## src/rtl/core/lru_key_value_cache_top_defines.svh

```systemverilog
// assertion macros shared by the lru key-value cache modules
`ifndef LRU_KEY_VALUE_CACHE_TOP_DEFINES_SVH
`define LRU_KEY_VALUE_CACHE_TOP_DEFINES_SVH

// same-cycle implication, disabled while in reset
`define LKVC_ASSERT_NOW(lbl, ante, cons, msg) \
  lbl: assert property (@(posedge clk) disable iff (!rst_n) (ante) |-> (cons)) \
    else $error(msg);

// next-cycle implication, disabled while in reset
`define LKVC_ASSERT_NEXT(lbl, ante, cons, msg) \
  lbl: assert property (@(posedge clk) disable iff (!rst_n) (ante) |=> (cons)) \
    else $error(msg);

`endif

```

## src/rtl/core/lkvc_pkg.sv

```systemverilog
// shared constants and types of the lru key-value cache
package lkvc_pkg;

  localparam int ENTRIES = 16;
  localparam int IDX_W   = (ENTRIES > 1) ? $clog2(ENTRIES) : 1;
  localparam int CNT_W   = $clog2(ENTRIES + 1);
  localparam int KEY_W   = 32;
  localparam int VAL_W   = 32;
  localparam int CAP_W   = 5;

  localparam logic [CAP_W-1:0] CAP_RESET = CAP_W'(16);

  localparam logic FUNC_GET = 1'b0;
  localparam logic FUNC_PUT = 1'b1;

  // controller to datapath commands
  typedef struct packed {
    logic capture;
    logic lookup;
    logic commit;
  } cmd_t;

endpackage

```

## src/rtl/core/lkvc_ctrl.sv

```systemverilog
// controller state machine of the lru key-value cache
`include "lru_key_value_cache_top_defines.svh"

module lkvc_ctrl (
  input  logic            clk,
  input  logic            rst_n,
  input  logic            start,
  output logic            busy,
  output lkvc_pkg::cmd_t  cmd
);

  localparam logic [1:0] ST_IDLE   = 2'd0;
  localparam logic [1:0] ST_LOOKUP = 2'd1;
  localparam logic [1:0] ST_COMMIT = 2'd2;

  logic [1:0] state_r;
  logic [1:0] state_nxt;
  logic       accept;

  assign busy   = (state_r == ST_LOOKUP);
  assign accept = start && !busy;

  always_comb begin
    state_nxt = state_r;
    case (state_r)
      ST_IDLE:   state_nxt = accept ? ST_LOOKUP : ST_IDLE;
      ST_LOOKUP: state_nxt = ST_COMMIT;
      ST_COMMIT: state_nxt = accept ? ST_LOOKUP : ST_IDLE;
      default:   state_nxt = ST_IDLE;
    endcase
  end

  always_ff @(posedge clk) begin
    if (!rst_n) begin
      state_r <= ST_IDLE;
    end else begin
      state_r <= state_nxt;
    end
  end

  assign cmd.capture = accept;
  assign cmd.lookup  = (state_r == ST_LOOKUP);
  assign cmd.commit  = (state_r == ST_COMMIT);

  `LKVC_ASSERT_NEXT(a_accept_lookup, accept, state_r == ST_LOOKUP, "accepted beat not looked up")
  `LKVC_ASSERT_NEXT(a_lookup_commit, state_r == ST_LOOKUP, state_r == ST_COMMIT, "lookup without commit")
  `LKVC_ASSERT_NEXT(a_busy_single, busy, !busy, "busy held longer than one cycle")

endmodule

```

## src/rtl/core/lkvc_dp.sv

```systemverilog
// datapath of the lru key-value cache: entry stores, ranks, lookup and update
`include "lru_key_value_cache_top_defines.svh"

module lkvc_dp (
  input  logic                             clk,
  input  logic                             rst_n,
  input  lkvc_pkg::cmd_t                   cmd,
  input  logic                             in_func,
  input  logic signed [lkvc_pkg::KEY_W-1:0] in_key,
  input  logic signed [lkvc_pkg::VAL_W-1:0] in_value,
  input  logic                             cfg_wr_en,
  input  logic        [lkvc_pkg::CAP_W-1:0] cfg_wr_data,
  output logic                             out_valid,
  output logic                             out_hit,
  output logic signed [lkvc_pkg::VAL_W-1:0] out_read_value,
  output logic                             out_evicted,
  output logic signed [lkvc_pkg::KEY_W-1:0] out_evicted_key
);

  localparam int N  = lkvc_pkg::ENTRIES;
  localparam int IW = lkvc_pkg::IDX_W;
  localparam int CW = lkvc_pkg::CNT_W;

  // first set bit of a vector
  function automatic logic [IW-1:0] first_set(input logic [N-1:0] vec);
    logic [IW-1:0] idx;
    logic          found;
    idx   = '0;
    found = 1'b0;
    for (int i = 0; i < N; i++) begin
      if (vec[i] && !found) begin
        idx   = IW'(i);
        found = 1'b1;
      end
    end
    return idx;
  endfunction

  // capacity zero acts as one, above the entry count it is clamped
  function automatic logic [CW-1:0] eff_cap(input logic [lkvc_pkg::CAP_W-1:0] cap);
    logic [CW-1:0] c;
    if (cap == '0) begin
      c = CW'(1);
    end else if (int'(cap) > N) begin
      c = CW'(N);
    end else begin
      c = CW'(cap);
    end
    return c;
  endfunction

  // captured beat
  logic                       func_r;
  logic [lkvc_pkg::KEY_W-1:0] key_r;
  logic [lkvc_pkg::VAL_W-1:0] val_r;

  logic [lkvc_pkg::CAP_W-1:0] cap_r;

  // entry state
  logic [lkvc_pkg::KEY_W-1:0] key_store_r   [N];
  logic [lkvc_pkg::VAL_W-1:0] value_store_r [N];
  logic [N-1:0]               valid_r, valid_nxt;
  logic [IW-1:0]              rank_r   [N];
  logic [IW-1:0]              rank_nxt [N];
  logic [CW-1:0]              fill_r, fill_nxt;

  // lookup results
  logic [N-1:0]  match_vec, oldest_vec;
  logic          hit_c, evict_c;
  logic [IW-1:0] hit_idx, victim_idx, free_idx, slot_c;
  logic [IW-1:0] oldest_rank;
  logic          hit_r, evict_r;
  logic [IW-1:0] slot_r, limit_r;

  // result registers
  logic                       out_valid_r;
  logic                       out_hit_r;
  logic [lkvc_pkg::VAL_W-1:0] out_read_value_r;
  logic                       out_evicted_r;
  logic [lkvc_pkg::KEY_W-1:0] out_evicted_key_r;

  // valid ranks are 0 .. fill-1, so the oldest holds fill-1
  assign oldest_rank = IW'(fill_r - CW'(1));

  always_comb begin
    for (int i = 0; i < N; i++) begin
      match_vec[i]  = valid_r[i] && (key_store_r[i] == key_r);
      oldest_vec[i] = valid_r[i] && (rank_r[i] == oldest_rank);
    end
  end

  assign hit_idx    = first_set(match_vec);
  assign victim_idx = first_set(oldest_vec);
  assign free_idx   = first_set(~valid_r);
  assign hit_c      = |match_vec;
  assign evict_c    = (func_r == lkvc_pkg::FUNC_PUT) && !hit_c && (fill_r >= eff_cap(cap_r));
  assign slot_c     = hit_c ? hit_idx : (evict_c ? victim_idx : free_idx);

  always_ff @(posedge clk) begin
    if (cmd.capture) begin
      func_r <= in_func;
      key_r  <= in_key;
      val_r  <= in_value;
    end
    if (cmd.lookup) begin
      hit_r   <= hit_c;
      evict_r <= evict_c;
      slot_r  <= slot_c;
      limit_r <= rank_r[hit_idx];
    end
  end

  // rank aging, valid bits and fill count
  always_comb begin
    valid_nxt = valid_r;
    rank_nxt  = rank_r;
    fill_nxt  = fill_r;
    if (cmd.commit) begin
      if (hit_r) begin
        for (int i = 0; i < N; i++) begin
          if (valid_r[i] && (IW'(i) != slot_r) && (rank_r[i] < limit_r)) begin
            rank_nxt[i] = rank_r[i] + IW'(1);
          end
        end
        rank_nxt[slot_r] = '0;
      end else if (func_r == lkvc_pkg::FUNC_PUT) begin
        for (int i = 0; i < N; i++) begin
          if (valid_r[i] && (IW'(i) != slot_r)) begin
            rank_nxt[i] = rank_r[i] + IW'(1);
          end
        end
        rank_nxt[slot_r]  = '0;
        valid_nxt[slot_r] = 1'b1;
        if (!evict_r) begin
          fill_nxt = fill_r + CW'(1);
        end
      end
    end
  end

  always_ff @(posedge clk) begin
    if (!rst_n) begin
      cap_r       <= lkvc_pkg::CAP_RESET;
      valid_r     <= '0;
      fill_r      <= '0;
      out_valid_r <= 1'b0;
      for (int i = 0; i < N; i++) begin
        rank_r[i] <= '0;
      end
    end else begin
      if (cfg_wr_en) begin
        cap_r <= cfg_wr_data;
      end
      valid_r     <= valid_nxt;
      fill_r      <= fill_nxt;
      rank_r      <= rank_nxt;
      out_valid_r <= cmd.commit;
    end
  end

  // stores and result payload
  always_ff @(posedge clk) begin
    if (cmd.commit) begin
      if (func_r == lkvc_pkg::FUNC_PUT) begin
        value_store_r[slot_r] <= val_r;
        if (!hit_r) begin
          key_store_r[slot_r] <= key_r;
        end
      end
      out_hit_r         <= hit_r;
      out_read_value_r  <= (hit_r && (func_r == lkvc_pkg::FUNC_GET)) ? value_store_r[slot_r] : '1;
      out_evicted_r     <= evict_r;
      out_evicted_key_r <= evict_r ? key_store_r[slot_r] : '0;
    end
  end

  assign out_valid       = out_valid_r;
  assign out_hit         = out_hit_r;
  assign out_read_value  = out_read_value_r;
  assign out_evicted     = out_evicted_r;
  assign out_evicted_key = out_evicted_key_r;

  `LKVC_ASSERT_NOW(a_fill_matches, 1'b1, $countones(valid_r) == int'(fill_r), "fill count off")
  `LKVC_ASSERT_NOW(a_fill_bound, 1'b1, int'(fill_r) <= N, "fill count above entries")
  `LKVC_ASSERT_NOW(a_evict_key_zero, out_valid_r && !out_evicted_r, out_evicted_key_r == '0, "evicted key without eviction")

endmodule

```

## src/rtl/core/lru_key_value_cache_top.sv

```systemverilog
// top level of the lru key-value cache
//
//  channel  ports                                  handshake
//  -------  -------------------------------------  -------------------------------
//  input    in_func, in_key, in_value              start high while busy low
//  result   out_hit, out_read_value, out_evicted,  out_valid strobe, one cycle
//           out_evicted_key
//  config   cfg_wr_en, cfg_wr_data                 write when cfg_wr_en high
//
// each beat passes a lookup cycle (parallel key compare over all
// entries, oldest and free slot pick) and a commit cycle that writes
// the stores and ages the ranks; busy is high during the lookup only, so
// a new beat can be taken while the earlier beat commits; the result strobe
// comes from output registers loaded by the commit, and the result is taken at the edge ending it
// synchronous active-low reset clears valid bits, ranks and fill count, and
// sets capacity to 16; key and value stores are not cleared
// the receiver cannot stall, so every strobed result is taken as it appears
module lru_key_value_cache_top (
  input  logic                              clk,
  input  logic                              rst_n,
  // input beat
  input  logic                              start,
  output logic                              busy,
  input  logic                              in_func,
  input  logic signed [lkvc_pkg::KEY_W-1:0] in_key,
  input  logic signed [lkvc_pkg::VAL_W-1:0] in_value,
  // capacity register
  input  logic                              cfg_wr_en,
  input  logic        [lkvc_pkg::CAP_W-1:0] cfg_wr_data,
  // result beat
  output logic                              out_valid,
  output logic                              out_hit,
  output logic signed [lkvc_pkg::VAL_W-1:0] out_read_value,
  output logic                              out_evicted,
  output logic signed [lkvc_pkg::KEY_W-1:0] out_evicted_key
);

  // sequencing commands from controller to datapath
  lkvc_pkg::cmd_t cmd;

  // controller: capture, lookup, commit sequencing
  lkvc_ctrl u_ctrl (
    .clk   (clk),
    .rst_n (rst_n),
    .start (start),
    .busy  (busy),
    .cmd   (cmd)
  );

  // datapath: entry stores, recency ranks, capacity and result registers
  lkvc_dp u_dp (
    .clk             (clk),
    .rst_n           (rst_n),
    .cmd             (cmd),
    .in_func         (in_func),
    .in_key          (in_key),
    .in_value        (in_value),
    .cfg_wr_en       (cfg_wr_en),
    .cfg_wr_data     (cfg_wr_data),
    .out_valid       (out_valid),
    .out_hit         (out_hit),
    .out_read_value  (out_read_value),
    .out_evicted     (out_evicted),
    .out_evicted_key (out_evicted_key)
  );

endmodule

```

## config.mk

```make
export PLATFORM = sky130hd
export DESIGN_NAME = lru_key_value_cache_top
export DESIGN_NICKNAME = d
export VERILOG_FILES = /design/src/rtl/core/lkvc_pkg.sv /design/src/rtl/core/lkvc_ctrl.sv /design/src/rtl/core/lkvc_dp.sv /design/src/rtl/core/lru_key_value_cache_top.sv
export VERILOG_INCLUDE_DIRS = /design/src /design/src/rtl/core
export SDC_FILE = /design/constraint.sdc
export NUM_CORES = 2
export LEC_CHECK = 0
export BUFFER_PORTS_ARGS = -buffer_cell sky130_fd_sc_hd__buf_2
export CORE_ASPECT_RATIO = 0.6
export CORE_MARGIN = 2
export CORE_UTILIZATION = 55
export CTS_BUF_LIST = sky130_fd_sc_hd__clkbuf_4 sky130_fd_sc_hd__clkbuf_8 sky130_fd_sc_hd__clkbuf_16
export DETAILED_ROUTE_END_ITERATION = 10
export MAX_ROUTING_LAYER = met4
export PLACE_DENSITY_LB_ADDON = 0.2
export REMOVE_ABC_BUFFERS = 1
export SETUP_SLACK_MARGIN = 0.02
export SLEW_MARGIN = 20
export SYNTH_ARGS = -nofsm -noshare
export SYNTH_HDL_FRONTEND = slang
export SYNTH_SLANG_ARGS = --single-unit
```

## constraint.sdc

```tcl
create_clock -name clk -period 5.94 [get_ports clk]
set_input_delay 0.891 -clock clk [delete_from_list [all_inputs] [get_ports clk]]
set_output_delay 0.891 -clock clk [all_outputs]
set_load 0.01 [all_outputs]
```

# Word level (Yosys, flattened, before mapping)
# Memories as Yosys holds them, arrays and structs flattened. A register that Yosys moved wholly into a read port is not among the register bits.
# Cells that the tools add are included.
[totals]
input_bits = 74
ff_bits = 170
n_memories = 2
ram_bits = 1024
elab_cells = 529
output_inout_bits = 68
[op_classes]
n_reduce_logical = 173
n_bitwise = 10
add_sub_neg = 18
mux = 224
order_cmp = 23
eq_ne = 49
[memory_table]
columns = ["name", "words", "word_bits", "read_ports", "rd_clocked_by_memory_dff", "wr", "line_no", "source"]
rows = [
  ["u_dp.key_store_r", 16, 32, 17, 1, 1, "lkvc_dp.sv:60", "logic [lkvc_pkg::KEY_W-1:0] key_store_r [N];"],
  ["u_dp.value_store_r", 16, 32, 1, 1, 1, "lkvc_dp.sv:61", "logic [lkvc_pkg::VAL_W-1:0] value_store_r [N];"],
]
[ops]
columns = ["cell", "count"]
rows = [
  ["4-bit 2-to-1 mux", 141],
  ["32-bit == test", 16],
  ["64-bit bitwise AND", 2],
  ["64-bit 2-to-1 mux", 2],
  ["1-bit logical AND", 115],
  ["4-bit by 1-bit adder with 4-bit output, second input constant", 16],
  ["4-bit == test", 16],
  ["4-bit less-than comparator", 16],
  ["64-bit inverter", 1],
  ["1-bit 2-to-1 mux", 57],
  ["1-bit logical NOT", 49],
  ["3-bit 2-to-1 mux", 12],
  ["4-bit != test, first input constant", 8],
  ["4-bit binary-select mux with 4-bit select", 1],
  ["4-bit demux with 4-bit select", 1],
  ["3-bit by 4-bit != test with 1-bit output, first input constant", 4],
  ["16-bit inverter", 1],
  ["16-bit bitwise OR", 1],
  ["16-bit OR reduction", 1],
  ["2-bit 2-to-1 mux", 6],
  ["5-bit greater-or-equal comparator, second input constant", 2],
  ["5-bit 2-to-1 mux", 2],
  ["4-bit inverter with 5-bit output", 2],
  ["2-bit by 4-bit != test with 1-bit output, first input constant", 2],
  ["other kinds (21)", 23],
]

# Logic depth before layout (Yosys ltp)
# An unclocked memory read counts as a cell.
[depth]
depth_word = 53
ltp_mapped = 16
ltp_nobuf = 14

# By module
# A second synthesis with hierarchy kept.
[unflattened]
hier_cells = 3442
hier_area_um2 = 57119.8
[modules_own_cells]
columns = ["mod", "seq_area_each_um2", "instances", "cells_per_inst", "area_per_inst_um2"]
rows = [
  ["lkvc_dp", 36805.3, 1, 3432, 57024.7],
  ["lkvc_ctrl", 40.0, 1, 10, 95.1],
]

# Worst setup path after synthesis
# OpenSTA, ideal clock, no wires.
[synth_timing]
path_type = "reg-to-reg"
start = "reg u_ctrl.state_r[1]"
end = "mem u_dp.key_store_r[7][0] (netlist bit), enable pin"
period_less_slack_ns = 5.474
setup_slack_ns = 0.466
stages_incl_launch_ff = 8
t_arrival_ns = 5.052
n_path_buf = 3
setup_ns = 0.423
required_time_ns = 5.517
path_cell_list = "dfxtp_1 -> nor2b_1 -> clkbuf_1 -> nand2_1 -> or2_2 -> clkbuf_1 -> buf_1 -> nor2_1"
[synth_rtl]
columns = ["element", "line_no", "source"]
rows = [
  ["start: declaration", "lkvc_ctrl.sv:16", "logic [1:0] state_r;"],
  ["start signal: assignment", "lkvc_ctrl.sv:37", "state_r <= state_nxt;"],
  ["end: declaration", "lkvc_dp.sv:60", ""],
]

# Final worst setup path
[layout_timing]
start = "reg u_dp.key_r[27] (netlist bit)"
end = "reg u_dp.limit_r[1] (data pin)"
[layout_between]
elab_chain_len = 52
elab_cells_between_ends = 96
[layout_lines]
columns = ["element", "line_no", "source"]
rows = [
  ["start: declaration", "lkvc_dp.sv:54", "logic [lkvc_pkg::KEY_W-1:0] key_r;"],
  ["start signal: assignment", "lkvc_dp.sv:102", "key_r <= in_key;"],
  ["32-bit == test", "lkvc_dp.sv:87", "match_vec[i] = valid_r[i] && (key_store_r[i] == key_r);"],
  ["1-bit logical AND", "lkvc_dp.sv:87", ""],
  ["1-bit 2-to-1 mux", "lkvc_dp.sv:31", "if (vec[i] && !found) begin"],
  ["1-bit logical NOT", "lkvc_dp.sv:31", ""],
  ["1-bit logical AND", "lkvc_dp.sv:31", ""],
  ["1-bit 2-to-1 mux", "lkvc_dp.sv:31", ""],
  ["1-bit logical NOT", "lkvc_dp.sv:31", ""],
  ["1-bit logical AND", "lkvc_dp.sv:31", ""],
  ["(+35 left out)", "-", ""],
  ["1-bit logical AND", "lkvc_dp.sv:31", ""],
  ["1-bit 2-to-1 mux", "lkvc_dp.sv:31", ""],
  ["1-bit logical NOT", "lkvc_dp.sv:31", ""],
  ["1-bit logical AND", "lkvc_dp.sv:31", ""],
  ["4-bit 2-to-1 mux *", "lkvc_dp.sv:31", ""],
  ["4-bit inverter with 5-bit output (implied by the code) *", "lkvc_dp.sv:109", "limit_r <= rank_r[hit_idx];"],
  ["4-bit binary-select mux with 4-bit select *", "lkvc_dp.sv:109", ""],
  ["4-bit 2-to-1 mux (implied by the code) * (2 in series)", "lkvc_dp.sv:109", ""],
  ["end signal: assignment", "lkvc_dp.sv:109", ""],
  ["end: declaration", "lkvc_dp.sv:73", "logic [IW-1:0] slot_r, limit_r;"],
]
# Mark *: on every way between the ends. The rest lies on a longest branch, timed or not. The select of a mux whose other input is x is not followed.
# A chain may end at the register's enable or synchronous reset.

==> flow_summary.toml <==
[run_status]
status = "complete, no violations"

[finish]
final_util_pct = 62.2
final_cell_mix = "edfxtp_1, xor2_1, mux4_2, nor4_1, buf_4"
final_common_cell = "edfxtp_1"
syn2layout_area_growth_pct = 11.8
drive_above_1_share_pct = 22.0
stdcell_count = 5415
layout.nets = 4045
fillers = 7664
design_area_mm2 = 0.0654

[critical_path]
cpMostUsedCell = "buf_4"
cpMaxStageDelayCell = "nor4_1"
critPathLaunchType = "register"
crit_path_end_kind = "register"
path_class = "reg -> reg"
critPathMaxFanout = 15
critical_path.cell_chain = "buf_4 -> xnor2_1 -> nand2_1 -> nor4_1 -> and4_1 -> nor4_2 -> o211ai_4 -> buf_4 -> mux2i_1 -> mux2_1 -> nor2_1 -> a211oi_1 -> a21oi_1"
slowest_delay_ps = 1060
worstPathRequired_ps = 6430
cp.arrival_ps = 6070

[cts]
cts_tree = "built"
cts_buffers = 111
clock_path_buffers = 3
ctsResizeCount = 0
post_cts.repair.setup_buffers = 0
clk_pin_slew_ps = 80
clk_latency_ps = 760
cts_sinks = 1258
cts_root_buf = "clkbuf_16"
htreeDepth = 3
ctsHoldBuffers = 0

[grt]
grt_max_degree = 136
antenna_found_initial = 7
grtUsageTotal_pct = 40.5
grt_remaining_overflow = 0
grt_pass1_vias = 33946
grt_pass1_wl_um = 290000

[synth]
ys_seq_area_share_pct = 63.0
yosys_warnings = 0
synth.distinct_cells = 71
syn_inst = 3690
async_reset_ff_share_pct = 0
synth-edff-count = 1165
syn_area_per_cell_um2 = 15.9
synth_seq_cells = 1258
synthFlopType = "edfxtp_1"
syn_area_mm2 = 0.0585

[floorplanning]
coreArea_mm2 = 0.105
die_area_mm2 = 0.109
ios = 142
die_y_um = 257
rows = 92
die_w_um = 425
start_util_pct = 55.6

[sta]
clock.fmax_mhz = 179
relSlewSlack_pct = 5.58
setup_viol = 0
final_max_slew_viol_count = 0
finalClockSkew_ps = 39.2
rsz0062_at_grt = "no"
min_period_ps = 5580
worst_pin_slew_ps = 1400
finalHoldViolations = 0
post-route-period-util_pct = 94.0
hold_slack_ps = 315

[routing]
drtIter0Drc = 6451
vias = 37425
wirelength_um = 215000
drc_errors = 0
wl_per_cell_um = 39.6
drtPass1Iterations = 6
ant_nets = 0
via_per_inst = 6.91

[power]
p_total_mw = 18.9
ir_drop_mv = 0.294
pwr-share-clk_pct = 41.2
p_int_mw = 14.4
p_seq_share_pct = 52.3
switching_power_mw = 4.45
p_comb_share_pct = 6.6
p_leak_nw = 21.7
netSwitchingFraction_pct = 23.6
power.density_mw_per_mm2 = 289

[hold_path]
hold_class = "in -> reg"

[placement]
place_congestion = 1.14
dp_hpwl_um = 155000
placed_area_mm2 = 0.0615
numPlacedInstances = 5197
portBuffers = 141

[flow_run]
drv_cap = 0
## worst max-delay path: cells and delay by family (launching register included)
| family | cells | cell delay [ps] |
|---|---|---|
| mux | 2 | 390 |
| simple gates | 5 | 2140 |
| compound gates | 3 | 610 |
| xor+xnor | 1 | 1010 |
| buf+inv | 2 | 590 |
| flops | 1 | 560 |
## path summary, 6_finish.rpt
path | cells after the start | to | slack [ps] | start
setup / recovery | 13 | u_dp.limit_r[1]$_DFFE_PP_ | 360 | u_dp.key_r[27]$_DFFE_PP_
hold / removal | 1 | u_dp.key_r[31]$_DFFE_PP_ | 320 | in_key[31]
setup reg to reg | 13 | u_dp.limit_r[1]$_DFFE_PP_ | 360 | u_dp.key_r[27]$_DFFE_PP_
hold reg to reg | 1 | u_ctrl.state_r[0]$_SDFF_PN0_ | 490 | u_ctrl.state_r[0]$_SDFF_PN0_
## cell usage after synthesis, types with 32 or more instances
master    instances  area (um^2)
nor2b_1          61          382
mux4_2          320         7210
nand4_1         103          644
xnor2_1         127         1110
clkbuf_1         87          327
ha_1             71          888
nor4_1          159          995
mux2i_1          35          350
a21oi_1          67          335
o21ai_0          65          325
nor3_1           66          330
nand2b_1         59          369
nand3_1          65          325
edfxtp_1       1165        35000
buf_1            41          154
nand2_1         149          559
buf_6            36          405
and2_1           51          319
a21boi_0         32          240
nor2_1          133          499
dfxtp_1          93         1860
xor2_1          449         3930
## sequential cells by signal, summed over array words and instances (netlist names), 4 cells and up
| register | cells |
|---|---|
| u_dp.key_r | 32 |
| u_dp.out_evicted_key | 32 |
| u_dp.val_r | 32 |
| u_dp.limit_r | 4 |
| u_dp.out_read_value | 32 |
| u_dp.cap_r | 5 |
| u_dp.value_store_r | 512 |
| u_dp.valid_r | 16 |
| u_dp.fill_r | 5 |
| u_dp.rank_r | 64 |
| u_dp.slot_r | 4 |
| u_dp.key_store_r | 512 |
## layout make-up
class                      instances  area [um^2]  share of cell area, %
timing repair buffer             300         2000                   3.06
tap                             1410         1760                   2.70
multi-input combinational       2204        20800                   31.8
antenna                            8         20.0                 0.0306
inverter                          25         93.8                  0.143
clock inverter                    73          827                   1.26
clock buffer                     137         3080                   4.70
sequential                      1258        36800                   56.3
## power groups by stage
stage / logic, mW / clock network (mW) / registers, mW
detailed placement: 1.15 / 0 / 10.1
global route: 1.24 / 8.14 / 9.87
global placement: 1.15 / 0 / 10.0
floorplan: 0.545 / 0 / 10.1
finish: 1.24 / 7.77 / 9.86
CTS: 1.15 / 7.81 / 9.86
## metal layers
metal / share of wire [%] / global-route usage [%] / vias to the layer above / routed length [um]
met4: 0.82 / 4.15 / 0 / 1760
met5: 0 / - / - / 0
met3: 20 / 26.1 / 165 / 44000
li1: - / - / 14841 / -
met1: 44 / 64.0 / 19307 / 95100
met2: 34 / 42.6 / 3112 / 73800
## logic make-up after synthesis
family	count (synthesis)	share of synthesized area (%)
AOI/OAI and AO/OA	255	2.81
xor gates and xnor gates	577	8.66
adders and majority gates	71	1.52
buffers and inverters	228	2.13
DFF	1258	63.0
muxes	368	13.2
and+or+nand+nor	933	8.75
## stage by stage
step / TNS [ps] / worst slack [ps]
global route: 0 / 472
finish: 0 / 356
floorplan: -7346680 / -8280
CTS: 0 / 1060
detailed placement: 0 / 1050
global placement: 0 / 1050
Note: power is estimated with default switching activity, not from simulation.
